<file path="config.mk">
export PLATFORM = sky130hd
export DESIGN_NAME = bcpe_seq
export DESIGN_NICKNAME = d
export VERILOG_FILES = /design/src/design/bcpe_pkg.sv /design/src/design/bcpe_seq.sv
export SDC_FILE = /design/constraint.sdc
export NUM_CORES = 1
export LEC_CHECK = 0
export ABC_AREA = 0
export BUFFER_PORTS_ARGS = -buffer_cell sky130_fd_sc_hd__buf_2
export CAP_MARGIN = 20
export CORE_ASPECT_RATIO = 0.8
export CORE_UTILIZATION = 52
export DETAILED_ROUTE_END_ITERATION = 12
export GPL_TIMING_DRIVEN = 0
export PLACE_DENSITY = 0.83
export RECOVER_POWER = 50
export SLEW_MARGIN = 20
export SYNTH_ARGS = -nofsm -noshare
export SYNTH_HDL_FRONTEND = slang
export SYNTH_SLANG_ARGS = --single-unit
export TNS_END_PERCENT = 50
</file>
<file path="constraint.sdc">
create_clock -name i_clk -period 2.7 [get_ports i_clk]
set_input_delay 0.27 -clock i_clk [delete_from_list [all_inputs] [get_ports i_clk]]
set_output_delay 0.27 -clock i_clk [all_outputs]
set_load 0.005 [all_outputs]
</file>
<file path="src/design/bcpe_pkg.sv">
// ----------------------------------------------------------------------------
// bcpe_pkg
// Shared widths, register indexes, control word format and microcode ROM
// for the Bezier point evaluator.
// ----------------------------------------------------------------------------
package bcpe_pkg;

    localparam int T_W        = 17;
    localparam int STEP_W     = 16;
    localparam int POINT_W    = 48;
    localparam int CFG_IDX_W  = 3;
    localparam int CFG_DATA_W = 48;
    localparam int CNT_W      = 3;
    localparam int UU_W       = 34;
    localparam int OPB_W      = 18;
    localparam int WP_W       = UU_W + OPB_W;
    localparam int W_W        = 31;
    localparam int Q_SHIFT    = 30;
    localparam int PC_W       = 5;

    localparam logic [T_W-1:0] T_ONE = 17'h10000;

    localparam logic [CFG_IDX_W-1:0] REG_POINT_COUNT = 3'd0;
    localparam logic [CFG_IDX_W-1:0] REG_WRAP        = 3'd1;
    localparam logic [CFG_IDX_W-1:0] REG_POINT_A     = 3'd2;

    localparam logic [CNT_W-1:0] POINT_COUNT_RST = 3'd4;

    localparam logic [PC_W-1:0] ENTRY_M0 = 5'd1;
    localparam logic [PC_W-1:0] ENTRY_M1 = 5'd4;
    localparam logic [PC_W-1:0] ENTRY_M2 = 5'd8;
    localparam logic [PC_W-1:0] ENTRY_M3 = 5'd14;

    typedef enum logic [1:0] {ASEL_U, ASEL_T, ASEL_UU, ASEL_TT} t_asel;
    typedef enum logic       {BSEL_U, BSEL_T} t_bsel;
    typedef enum logic [1:0] {WSRC_ONE, WSRC_U, WSRC_T, WSRC_PROD} t_wsrc;
    typedef enum logic       {JMP_NEXT, JMP_DEGREE} t_jmp;

    typedef struct packed {
        logic       wmul;
        t_asel      asel;
        t_bsel      bsel;
        logic [1:0] bk;
        logic       save_uu;
        logic       save_tt;
        logic       wload;
        t_wsrc      wsrc;
        logic       mac;
        logic [1:0] pidx;
        logic       acc;
        t_jmp       jmp;
        logic       last;
    } t_uword;

    typedef struct packed {
        logic       start;
        logic [1:0] degree;
        t_uword     uw;
    } t_seq_ctl;

    localparam t_uword UW_NOP = '0;

    // weight product -> r_wp, r_wp -> scaled weight r_w, r_w * point -> r_mp, r_mp -> acc
    function automatic t_uword uc_rom(input logic [PC_W-1:0] a);
        t_uword w;
        w = UW_NOP;
        w.bk = 2'd1;
        unique case (a)
            5'd0: begin
                w.jmp = JMP_DEGREE;
            end
            // one point
            5'd1: begin
                w.wload = 1'b1; w.wsrc = WSRC_ONE;
            end
            5'd2: begin
                w.mac = 1'b1; w.pidx = 2'd0;
            end
            5'd3: begin
                w.acc = 1'b1; w.last = 1'b1;
            end
            // linear
            5'd4: begin
                w.wload = 1'b1; w.wsrc = WSRC_U;
            end
            5'd5: begin
                w.wload = 1'b1; w.wsrc = WSRC_T;
                w.mac = 1'b1; w.pidx = 2'd0;
            end
            5'd6: begin
                w.mac = 1'b1; w.pidx = 2'd1; w.acc = 1'b1;
            end
            5'd7: begin
                w.acc = 1'b1; w.last = 1'b1;
            end
            // quadratic
            5'd8: begin
                w.wmul = 1'b1; w.asel = ASEL_U; w.bsel = BSEL_U;
            end
            5'd9: begin
                w.wmul = 1'b1; w.asel = ASEL_U; w.bsel = BSEL_T; w.bk = 2'd2;
                w.wload = 1'b1; w.wsrc = WSRC_PROD;
            end
            5'd10: begin
                w.wmul = 1'b1; w.asel = ASEL_T; w.bsel = BSEL_T;
                w.wload = 1'b1; w.wsrc = WSRC_PROD;
                w.mac = 1'b1; w.pidx = 2'd0;
            end
            5'd11: begin
                w.wload = 1'b1; w.wsrc = WSRC_PROD;
                w.mac = 1'b1; w.pidx = 2'd1; w.acc = 1'b1;
            end
            5'd12: begin
                w.mac = 1'b1; w.pidx = 2'd2; w.acc = 1'b1;
            end
            5'd13: begin
                w.acc = 1'b1; w.last = 1'b1;
            end
            // cubic
            5'd14: begin
                w.wmul = 1'b1; w.asel = ASEL_U; w.bsel = BSEL_U;
            end
            5'd15: begin
                w.save_uu = 1'b1;
                w.wmul = 1'b1; w.asel = ASEL_T; w.bsel = BSEL_T;
            end
            5'd16: begin
                w.save_tt = 1'b1;
                w.wmul = 1'b1; w.asel = ASEL_UU; w.bsel = BSEL_U;
            end
            5'd17: begin
                w.wmul = 1'b1; w.asel = ASEL_UU; w.bsel = BSEL_T; w.bk = 2'd3;
                w.wload = 1'b1; w.wsrc = WSRC_PROD;
            end
            5'd18: begin
                w.wmul = 1'b1; w.asel = ASEL_TT; w.bsel = BSEL_U; w.bk = 2'd3;
                w.wload = 1'b1; w.wsrc = WSRC_PROD;
                w.mac = 1'b1; w.pidx = 2'd0;
            end
            5'd19: begin
                w.wmul = 1'b1; w.asel = ASEL_TT; w.bsel = BSEL_T;
                w.wload = 1'b1; w.wsrc = WSRC_PROD;
                w.mac = 1'b1; w.pidx = 2'd1; w.acc = 1'b1;
            end
            5'd20: begin
                w.wload = 1'b1; w.wsrc = WSRC_PROD;
                w.mac = 1'b1; w.pidx = 2'd2; w.acc = 1'b1;
            end
            5'd21: begin
                w.mac = 1'b1; w.pidx = 2'd3; w.acc = 1'b1;
            end
            5'd22: begin
                w.acc = 1'b1; w.last = 1'b1;
            end
            default: begin
                w.last = 1'b1;
            end
        endcase
        return w;
    endfunction

    function automatic logic [PC_W-1:0] uc_entry(input logic [1:0] deg);
        logic [PC_W-1:0] e;
        unique case (deg)
            2'd0:    e = ENTRY_M0;
            2'd1:    e = ENTRY_M1;
            2'd2:    e = ENTRY_M2;
            default: e = ENTRY_M3;
        endcase
        return e;
    endfunction

endpackage

</file>
<file path="src/design/bcpe_seq.sv">
// ----------------------------------------------------------------------------
// bcpe_seq
// Microcode sequencer: step counter, degree dispatch and the hand-off of
// the finished sums to the output register.
// ----------------------------------------------------------------------------
module bcpe_seq import bcpe_pkg::*; (
    input  logic       i_clk,
    input  logic       i_rst_n,
    input  logic       i_start,
    input  logic [1:0] i_deg,
    input  logic       i_out_free,
    output t_seq_ctl   o_ctl,
    output logic       o_busy,
    output logic       o_fin
);

    typedef enum logic [1:0] {ST_IDLE, ST_RUN, ST_FIN} t_state;

    t_state          r_state;
    logic [PC_W-1:0] r_pc;
    logic [1:0]      r_deg;
    t_uword          w_uw;

    assign w_uw = uc_rom(r_pc);

    always_ff @(posedge i_clk) begin
        if (!i_rst_n) begin
            r_state <= ST_IDLE;
            r_pc    <= '0;
        end else begin
            unique case (r_state)
                ST_IDLE: begin
                    if (i_start) begin
                        r_state <= ST_RUN;
                        r_pc    <= '0;
                        r_deg   <= i_deg;
                    end
                end
                ST_RUN: begin
                    if (w_uw.last) begin
                        r_state <= ST_FIN;
                    end else if (w_uw.jmp == JMP_DEGREE) begin
                        r_pc <= uc_entry(r_deg);
                    end else begin
                        r_pc <= r_pc + 1'b1;
                    end
                end
                ST_FIN: begin
                    if (i_out_free) begin
                        r_state <= ST_IDLE;
                    end
                end
                default: begin
                    r_state <= ST_IDLE;
                end
            endcase
        end
    end

    always_comb begin
        o_ctl.start  = i_start;
        o_ctl.degree = r_deg;
        o_ctl.uw     = (r_state == ST_RUN) ? w_uw : UW_NOP;
    end

    assign o_busy = (r_state != ST_IDLE);
    assign o_fin  = (r_state == ST_FIN) && i_out_free;

endmodule

</file>
==> Word level (Yosys, flattened, before mapping) <==
Cells that the tools add are included.
{ "op_classes": {"n_reduce_logical": 18, "n_addsub": 1, "n_eq_ne": 30, "muxes": 19} }
{ "op_table": {"columns": ["cell", "count"], "rows": [
  ["5-bit by 4-bit == test with 1-bit output (second input constant)", 8],
  ["5-bit == test (second input constant)", 7],
  ["4-bit one-hot mux with 7 select lines", 1],
  ["3-bit one-hot mux with 4 select lines", 2],
  ["5-bit by 3-bit == test with 1-bit output (second input constant)", 4],
  ["19-bit OR reduction", 1],
  ["17-bit 2-to-1 mux", 1],
  ["5-bit 2-to-1 mux", 3],
  ["4-bit one-hot mux with 3 select lines", 1],
  ["5-bit by 2-bit == test with 1-bit output (second input constant)", 2],
  ["5-bit one-hot mux with 2 select lines", 1],
  ["10-bit OR reduction", 1],
  ["3-bit AND reduction", 3],
  ["2-bit inequality test (second input constant)", 4],
  ["2-bit OR reduction", 4],
  ["7-bit OR reduction", 1],
  ["2-bit 2-to-1 mux", 3],
  ["2-bit one-hot mux with 3 select lines", 1],
  ["5-bit by 1-bit adder with 5-bit output (second input constant)", 1],
  ["5-bit by 1-bit == test with 1-bit output (second input constant)", 1],
  ["5-bit logical NOT", 1],
  ["1-bit 2-to-1 mux", 5],
  ["2-bit by 1-bit == test with 1-bit output (second input constant)", 2],
  ["2-bit == test (second input constant)", 2],
  ["6 further kinds", 8]
]} }
{ "word_totals": {"in_bits": 6, "word_cells": 71, "regBits": 9, "output_inout_bits": 22} }

==> Longest topological paths before layout <==
Gate-level depths: netlist of the first run.
{ "logic_depth": {"ltp_word": 5, "mapped_depth": 8, "mapped_depth_nobuf": 7} }

==> Least setup slack after synthesis of the first run <==
OpenSTA, ideal clock, no wires.
{ "synth_timing": {"kind": "register to output", "start": "reg r_pc[0]", "end": "out o_ctl[0] in the netlist's numbering", "path_stages_with_launch": 8, "t_arrival_ps": 1738, "path_buffers": 1, "setup_slack_ps": 692, "t_required_ps": 2430, "cell_sequence": "dfxtp_1 -> inv_1 -> ha_1 -> buf_2 -> a211oi_1 -> nor3_1 -> a2111oi_4 -> and3_1"} }
{ "synth_lines": {"columns": ["item", "line", "source"], "rows": [
  ["start: declaration", "bcpe_seq.sv:20", "logic [PC_W-1:0] r_pc;"],
  ["start signal: assignment", "bcpe_seq.sv:43", "r_pc <= uc_entry(r_deg);"],
  ["start signal: assignment", "bcpe_seq.sv:45", "r_pc <= r_pc + 1'b1;"],
  ["end: declaration", "bcpe_seq.sv:12", "output t_seq_ctl o_ctl,"]
]} }

==> metrics.md, run 1 <==
| Metric | Value |
|---|---|
| Slew Viols, Final | `0` |
| Switch share | `43.8%` |
| Chip height | `41.7 um` |
| Yosys top cell by area | `dfxtp_1` |
| GP Congestion | `0.948` |
| Mapped Area | `1020 sq um` |
| Post-synth EDFFs | `2` |
| Ant. Diodes | `0` |
| Total grt overflow | `0` |
| Max stage delay on crit path | `430 ps` |
| Syn_nets | `145` |
| Area share of and/or/nand/nor cells after synthesis | `28.5%` |
| # DRC | `0` |
| Peak supply drop | `0.436 mV` |
| WS Path Type | `reg -> out` |
| Worst setup SP type | `flop` |
| Worst Tran Pin Value | `447 ps` |
| DR WL/cell | `16.7 um` |
| Row cnt | `13` |
| Minimum clock period | `2620 ps` |
| Vias in the first global route | `1010` |
| Total power draw | `0.000555 W` |
| Max layer used | `met4` |
| DRT Wirelength | `3.20 mm` |
| Flop pwr share | `30.3%` |
| CTS tree | `done` |
| Synth warn | `0` |
| First-pass GRT wire length | `4.94 mm` |
| Port bufs | `27` |
| Worst path arrival time | `2350 ps` |
| Place WS | `368 ps` |
| Fin Hold WS | `168 ps` |
| Core area | `1740 sq um` |
| Synth cell types | `47` |
| Area grow syn2layout | `21.6%` |
| Met3 Wirelength | `384 um` |
| Initial antenna violation count | `0` |
| CTS sink count | `9` |
| Starting Density | `58.8%` |
| Routed vias/inst | `6.39` |
| Antenna-violating nets left | `0` |
| Largest net degree at the start of global routing | `11` |
| Fin cells | `191` |
| Worst path slowest cell | `dfxtp_1` |
| Mux contribution to synthesized area | `3.91%` |
| Final worst path period share | `97.0%` |
| Sequential share of the synthesized area | `19.6%` |
| Skew final | `7.80 ps` |
| Largest family of logic cells by synthesized area | `compound AO/OA/AOI/OAI gates` |
| Combinational power share | `50.1%` |
| Yosys reg bits | `9` |
| Maximum clock frequency | `382 MHz` |
| Max_cap viols | `0` |
| Tightest Hold Check Type | `in -> reg` |
| Final nets | `181` |
| Mapped Cells | `134` |
| Die Width | `51.6 um` |
| Post-synthesis adder-cell area fraction | `6.11%` |
| Critical Path RT | `2430 ps` |
| I/O Pins | `28` |
| Top cells by area, synth | `dfxtp_1 14%, ha_1 6.1%, edfxtp_1 5.9%` |
| Met1 WL | `1.29 mm` |
| Post-Synth XOR/XNOR Area | `3.30%` |
| Internal power | `0.000312 W` |
| Syn avg cell area | `7.64 sq um` |
| Top cell type's share of synthesized area | `13.7%` |
| All-Layer GR Usage | `30.3%` |
| Final setup fails | `0` |
| CP Capture Type | `output port` |
| Pre-antenna DRT Iters | `5` |
| Crit-path max FO | `10` |
| Met2 wire length | `1.48 mm` |
| Hpwl dp | `2.25 mm` |
| Via count | `1221` |
| Root Driver | `clkbuf_4` |
| Max-Slew Margin vs Limit | `70.2%` |
| Net Sw Power | `0.000243 W` |
| Power Dens Cells | `446 nW/um^2` |
| Post-synth top cells | `11 x a21oi_1, 10 x nand3_1, 10 x nor2_1` |
| Pleak | `0.543 nW` |
| Hold Fails Final Rpt | `0` |
| Total CTS buffers | `3` |
| First DRT Iteration DRCs | `118` |
| Clock power share | `19.6%` |
| Status | `finished, final reports clean` |
| Setup slack after layout | `81.9 ps` |
| Top FF cell, synth | `dfxtp_1` |
| Post-synth ARST share | `0%` |
| Number of fill cells in the layout | `153` |
| Top-count cell post-synth | `a21oi_1` |
| Die area | `2150 sq um` |
| H-tree depth | `1` |
| Complex-gate fraction of the synthesized area | `31.4%` |
| Clk slew on worst S/H paths | `70 ps` |
| Placed Instances | `183` |
| Setup TNS | `0 ps` |
| Critical-path cell list | `inv_1 -> ha_1 -> clkbuf_1 -> a211oi_1 -> nor3_1 -> a2111oi_4 -> and3_1 -> buf_2` |
| Clock tree buffer depth | `2` |
| Skew-Pair Late Insertion Delay | `270 ps` |
| Layout cell share with drive strength beyond 1 | `29.0%` |
-- layer usage --
metal / vias up / track usage [%]
met2: 88 / 46.5
met5: - / 0
li1: 560 / -
met3: 8 / 8.42
met4: 0 / 1.62
met1: 565 / 43.9
-- metrics by stage --
| stage | utilization (%) | cell area (sq um) |
|---|---|---|
| after floorplan | - | 1020 |
| after global placement | 68.2 | 1190 |
| after detailed placement | 68.2 | 1190 |
| after CTS | 69.7 | 1210 |
| after global routing | 71.5 | 1240 |
| final | 71.5 | 1240 |
-- layout make-up --
type | instances | area [sq um] | share of cell area, %
Tap cell | 22 | 27.5 | 2.21
Timing Repair Buffer | 31 | 161 | 13.0
Clock inverter | 1 | 5.00 | 0.402
Multi-Input combinational cell | 108 | 749 | 60.2
Clock buffer | 3 | 22.5 | 1.81
Buffer | 9 | 47.5 | 3.82
Sequential cell | 9 | 201 | 16.2
Inverter | 8 | 30.0 | 2.41
-- cells by family (layout without fill, tap and decap cells) --
group / after synthesis / in the layout
buffers and inverters: 17 / 52
AOI/OAI and AO/OA: 41 / 41
and+or+nand+nor: 55 / 55
muxes: 4 / 4
adders and majority gates: 5 / 5
xor gates and xnor gates: 3 / 3
DFF: 9 / 9
-- power groups by stage --
stage          clock [W]  sequential (W)  combinational (W)
4_1_cts         0.000111        0.000166           0.000253
2_1_floorplan          0        0.000164           0.000185
3_3_place_gp           0        0.000167           0.000242
3_5_place_dp           0        0.000169           0.000250
5_1_grt         0.000117        0.000169           0.000301
6_report        0.000109        0.000168           0.000278
-- placed cells by master, fill, tap and decap left out, types with 3 or more instances in the layout --
cell type  count
a211oi_1       3
nor2b_1        7
buf_4          6
nand3_1       10
clkbuf_4       3
buf_2         25
a21oi_1       11
clkbuf_2       4
o21a_1         3
a21o_1         3
o21ai_0        5
and2_1         4
clkbuf_1       4
nor2_1        10
dfxtp_1        6
nand2_1        9
ha_1           5
mux2i_1        4
inv_1          7
-- critical path: cells and delay by family (launching register included) --
family / cells / cell delay [ps]
AND/OR/NAND/NOR: 2 / 350
AO/OA/AOI/OAI: 2 / 650
flip-flops: 1 / 430
adder cells (fa/ha/maj): 1 / 200
buffers and inverters: 3 / 440
-- final timing paths --
| check | depth (start not counted) | slack, ps | end | start |
|---|---|---|---|---|
| max | 8 | 80 | o_ctl[0] | r_pc[1]$_SDFFE_PN0P_ |
| min | 1 | 170 | r_deg[1]$_DFFE_PP_ | i_deg[1] |
| max reg2reg | 9 | 240 | r_pc[1]$_SDFFE_PN0P_ | r_pc[1]$_SDFFE_PN0P_ |
| min reg2reg | 1 | 580 | r_state[0]$_SDFFE_PN0P_ | r_state[1]$_SDFFE_PN0P_ |
-- state kept, by name (all words and copies together) (netlist names) --
signal	cells
r_deg	2
r_state	2
r_pc	5
-- timing repair --
item	4_1_cts	5_1_grt
gates resized for setup	0	6
endpoints found under the hold margin	0	0
hold buffers	0	0
setup endpoints to repair	0	5
buffers inserted	0	4
Power figures use the tool's default switching activity.
==> run 2: changes to the inputs <==
--- a/config.mk
+++ b/config.mk
@@ -9,11 +9,10 @@
 export BUFFER_PORTS_ARGS = -buffer_cell sky130_fd_sc_hd__buf_2
 export CAP_MARGIN = 20
 export CORE_ASPECT_RATIO = 0.8
-export CORE_UTILIZATION = 52
+export CORE_UTILIZATION = 56
 export DETAILED_ROUTE_END_ITERATION = 12
 export GPL_TIMING_DRIVEN = 0
-export PLACE_DENSITY = 0.83
-export RECOVER_POWER = 50
+export PLACE_DENSITY = 0.89
 export SLEW_MARGIN = 20
 export SYNTH_ARGS = -nofsm -noshare
 export SYNTH_HDL_FRONTEND = slang
==> constraint.sdc (replaced) <==
create_clock -name i_clk -period 3.08 [get_ports i_clk]
set_input_delay 0.308 -clock i_clk [delete_from_list [all_inputs] [get_ports i_clk]]
set_output_delay 0.308 -clock i_clk [all_outputs]
set_load 0.005 [all_outputs]
==> metrics.md, run 2 (synthesized netlist as in run 1, its figures left out) <==
| Metric | Value |
|---|---|
| Antenna-violating nets left | `0` |
| Post-CTS resize count | `0` |
| Worst reg2reg setup slack | `810 ps` |
| Starting Density | `61.1%` |
| Ant. Diodes | `0` |
| Area grow syn2layout | `18.6%` |
| Power Dens Cells | `385 nW/um^2` |
| Die Width | `49.8 um` |
| Skew final | `2.92 ps` |
| WS Path Type | `reg -> out` |
| Maximum clock frequency | `366 MHz` |
| Max_cap viols | `0` |
| Worst r2r dst | `r_pc[0]$_SDFFE_PN0P_` |
| Routed vias/inst | `6.25` |
| Setup TNS | `0 ps` |
| CP Capture Type | `output port` |
| First DRT Iteration DRCs | `79` |
| Most common cell after layout, fill and taps aside | `buf_2` |
| Max reg flops | `5` |
| FF-to-FF path depth | `8` |
| Hold Buf Count CTS | `0` |
| Clk slew on worst S/H paths | `70 ps` |
| Switch share | `43.6%` |
| Crit-path max FO | `10` |
| Final worst path period share | `88.8%` |
| Biggest regs | `r_pc x5, r_deg x2, r_state x2` |
| Layout cell share with drive strength beyond 1 | `26.7%` |
| Hold path depth | `1` |
| Vias in the first global route | `880` |
| Slew Viols, Final | `0` |
| Worst path slowest cell | `dfxtp_1` |
| Combinational power share | `47.5%` |
| Clock power share | `21.3%` |
| Critical Path RT | `2770 ps` |
| Via count | `1169` |
| Peak supply drop | `0.443 mV` |
| Flop pwr share | `31.2%` |
| Status | `finished, final reports clean` |
| Largest Register | `r_pc` |
| Setup slack after layout | `346 ps` |
| Worst path arrival time | `2430 ps` |
| Critical-path cell list | `inv_1 -> ha_1 -> clkbuf_1 -> a211oi_1 -> nor3_1 -> a2111oi_4 -> and3_1 -> buf_2` |
| Final setup fails | `0` |
| Commonest cells after routing, fill and taps aside | `29 x buf_2, 11 x a21oi_1, 10 x nor2_1, 10 x nand3_1, 9 x nand2_1` |
| Hold Fails Final Rpt | `0` |
| # DRC | `0` |
| Net Sw Power | `0.000204 W` |
| H-tree depth | `1` |
| CTS tree | `done` |
| Chip height | `40.2 um` |
| Worst hold path endpoint | `r_deg[1]$_DFFE_PP_` |
| Reg2reg start | `r_pc[0]$_SDFFE_PN0P_` |
| Place WS | `707 ps` |
| Setup repair bufs after CTS | `0` |
| Pleak | `0.525 nW` |
| Max stage delay on crit path | `450 ps` |
| Hold Startpoint | `i_deg[1]` |
| Row cnt | `13` |
| Largest net degree at the start of global routing | `11` |
| All-Layer GR Usage | `31.0%` |
| DR WL/cell | `15.2 um` |
| Total grt overflow | `0` |
| First-pass GRT wire length | `4.42 mm` |
| Minimum clock period | `2730 ps` |
| Root Driver | `clkbuf_4` |
| Internal power | `0.000264 W` |
| Worst setup SP type | `flop` |
| Core area | `1680 sq um` |
| Initial antenna violation count | `0` |
| Worst Tran Pin Value | `469 ps` |
| Skew-Pair Late Insertion Delay | `280 ps` |
| Unrepaired setup endpoints after global routing | `no` |
| GP Congestion | `0.978` |
| Total CTS buffers | `3` |
| Die area | `2000 sq um` |
| Max-Slew Margin vs Limit | `68.8%` |
| Clock tree buffer depth | `2` |
| CTS sink count | `9` |
| DRT Wirelength | `2.85 mm` |
| Final nets | `177` |
| I/O Pins | `28` |
| Tightest Hold Check Type | `in -> reg` |
| Port bufs | `27` |
| Hpwl dp | `2.05 mm` |
| Pre-antenna DRT Iters | `4` |
-- run 2: cell type report --
class                           instances  area [sq um]
Fill cell                             144           462
Clock buffer                            3          22.5
Multi-Input combinational cell        108           749
Sequential cell                         9           200
Clock inverter                          1          5.00
Tap cell                               22          27.5
Buffer                                  9          43.8
Timing Repair Buffer                   27           135
Inverter                                8          30.0
-- run 2: routing by layer --
metal  track usage, %  vias up  wire length, um
met5                0        -                0
met4             10.7        0               42
met3             6.82       10              300
met2             45.9       80             1250
met1             43.9      531             1250
li1                 -      548                -
-- run 2: worst max-delay path, delay by kind of cell, from the launching register on --
kind,cells,cell delay [ps]
DFF,1,450
AOI/OAI and AO/OA,2,660
buffers and inverters,3,450
and+or+nand+nor,2,360
adders and majority gates,1,220
-- run 2: power by group through the flow --
| stage | logic, W | registers (W) | clock network, W |
|---|---|---|---|
| floorplan | 0.000163 | 0.000144 | 0 |
| global placement | 0.000211 | 0.000147 | 0 |
| detailed placement | 0.000216 | 0.000148 | 0 |
| CTS | 0.000217 | 0.000145 | 0.0000983 |
| global route | 0.000239 | 0.000148 | 0.000106 |
| finish | 0.000222 | 0.000146 | 0.0000995 |
-- run 2: how the worst max path moves through the flow --
stage / from / end / cells after the start
global route: r_pc[0]$_SDFFE_PN0P_ / o_ctl[13] / 8
detailed placement: r_pc[0]$_SDFFE_PN0P_ / o_ctl[0] / 8
finish: r_pc[0]$_SDFFE_PN0P_ / o_ctl[0] / 8
global placement: r_pc[0]$_SDFFE_PN0P_ / o_ctl[0] / 8
CTS: r_pc[0]$_SDFFE_PN0P_ / o_ctl[0] / 8
floorplan: r_pc[0]$_SDFFE_PN0P_ / o_ctl[0] / 7
-- run 2: through the flow --
step	instance area (sq um)	power [W]	hold slack, ps	util (%)	instances
6_report	1210	0.000467	199	72.4	187
2_1_floorplan	1020	0.000306	407	-	134
4_1_cts	1210	0.000461	202	72.4	187
3_3_place_gp	1190	0.000358	485	70.8	183
5_1_grt	1210	0.000493	194	72.4	187
3_5_place_dp	1190	0.000364	490	70.8	183
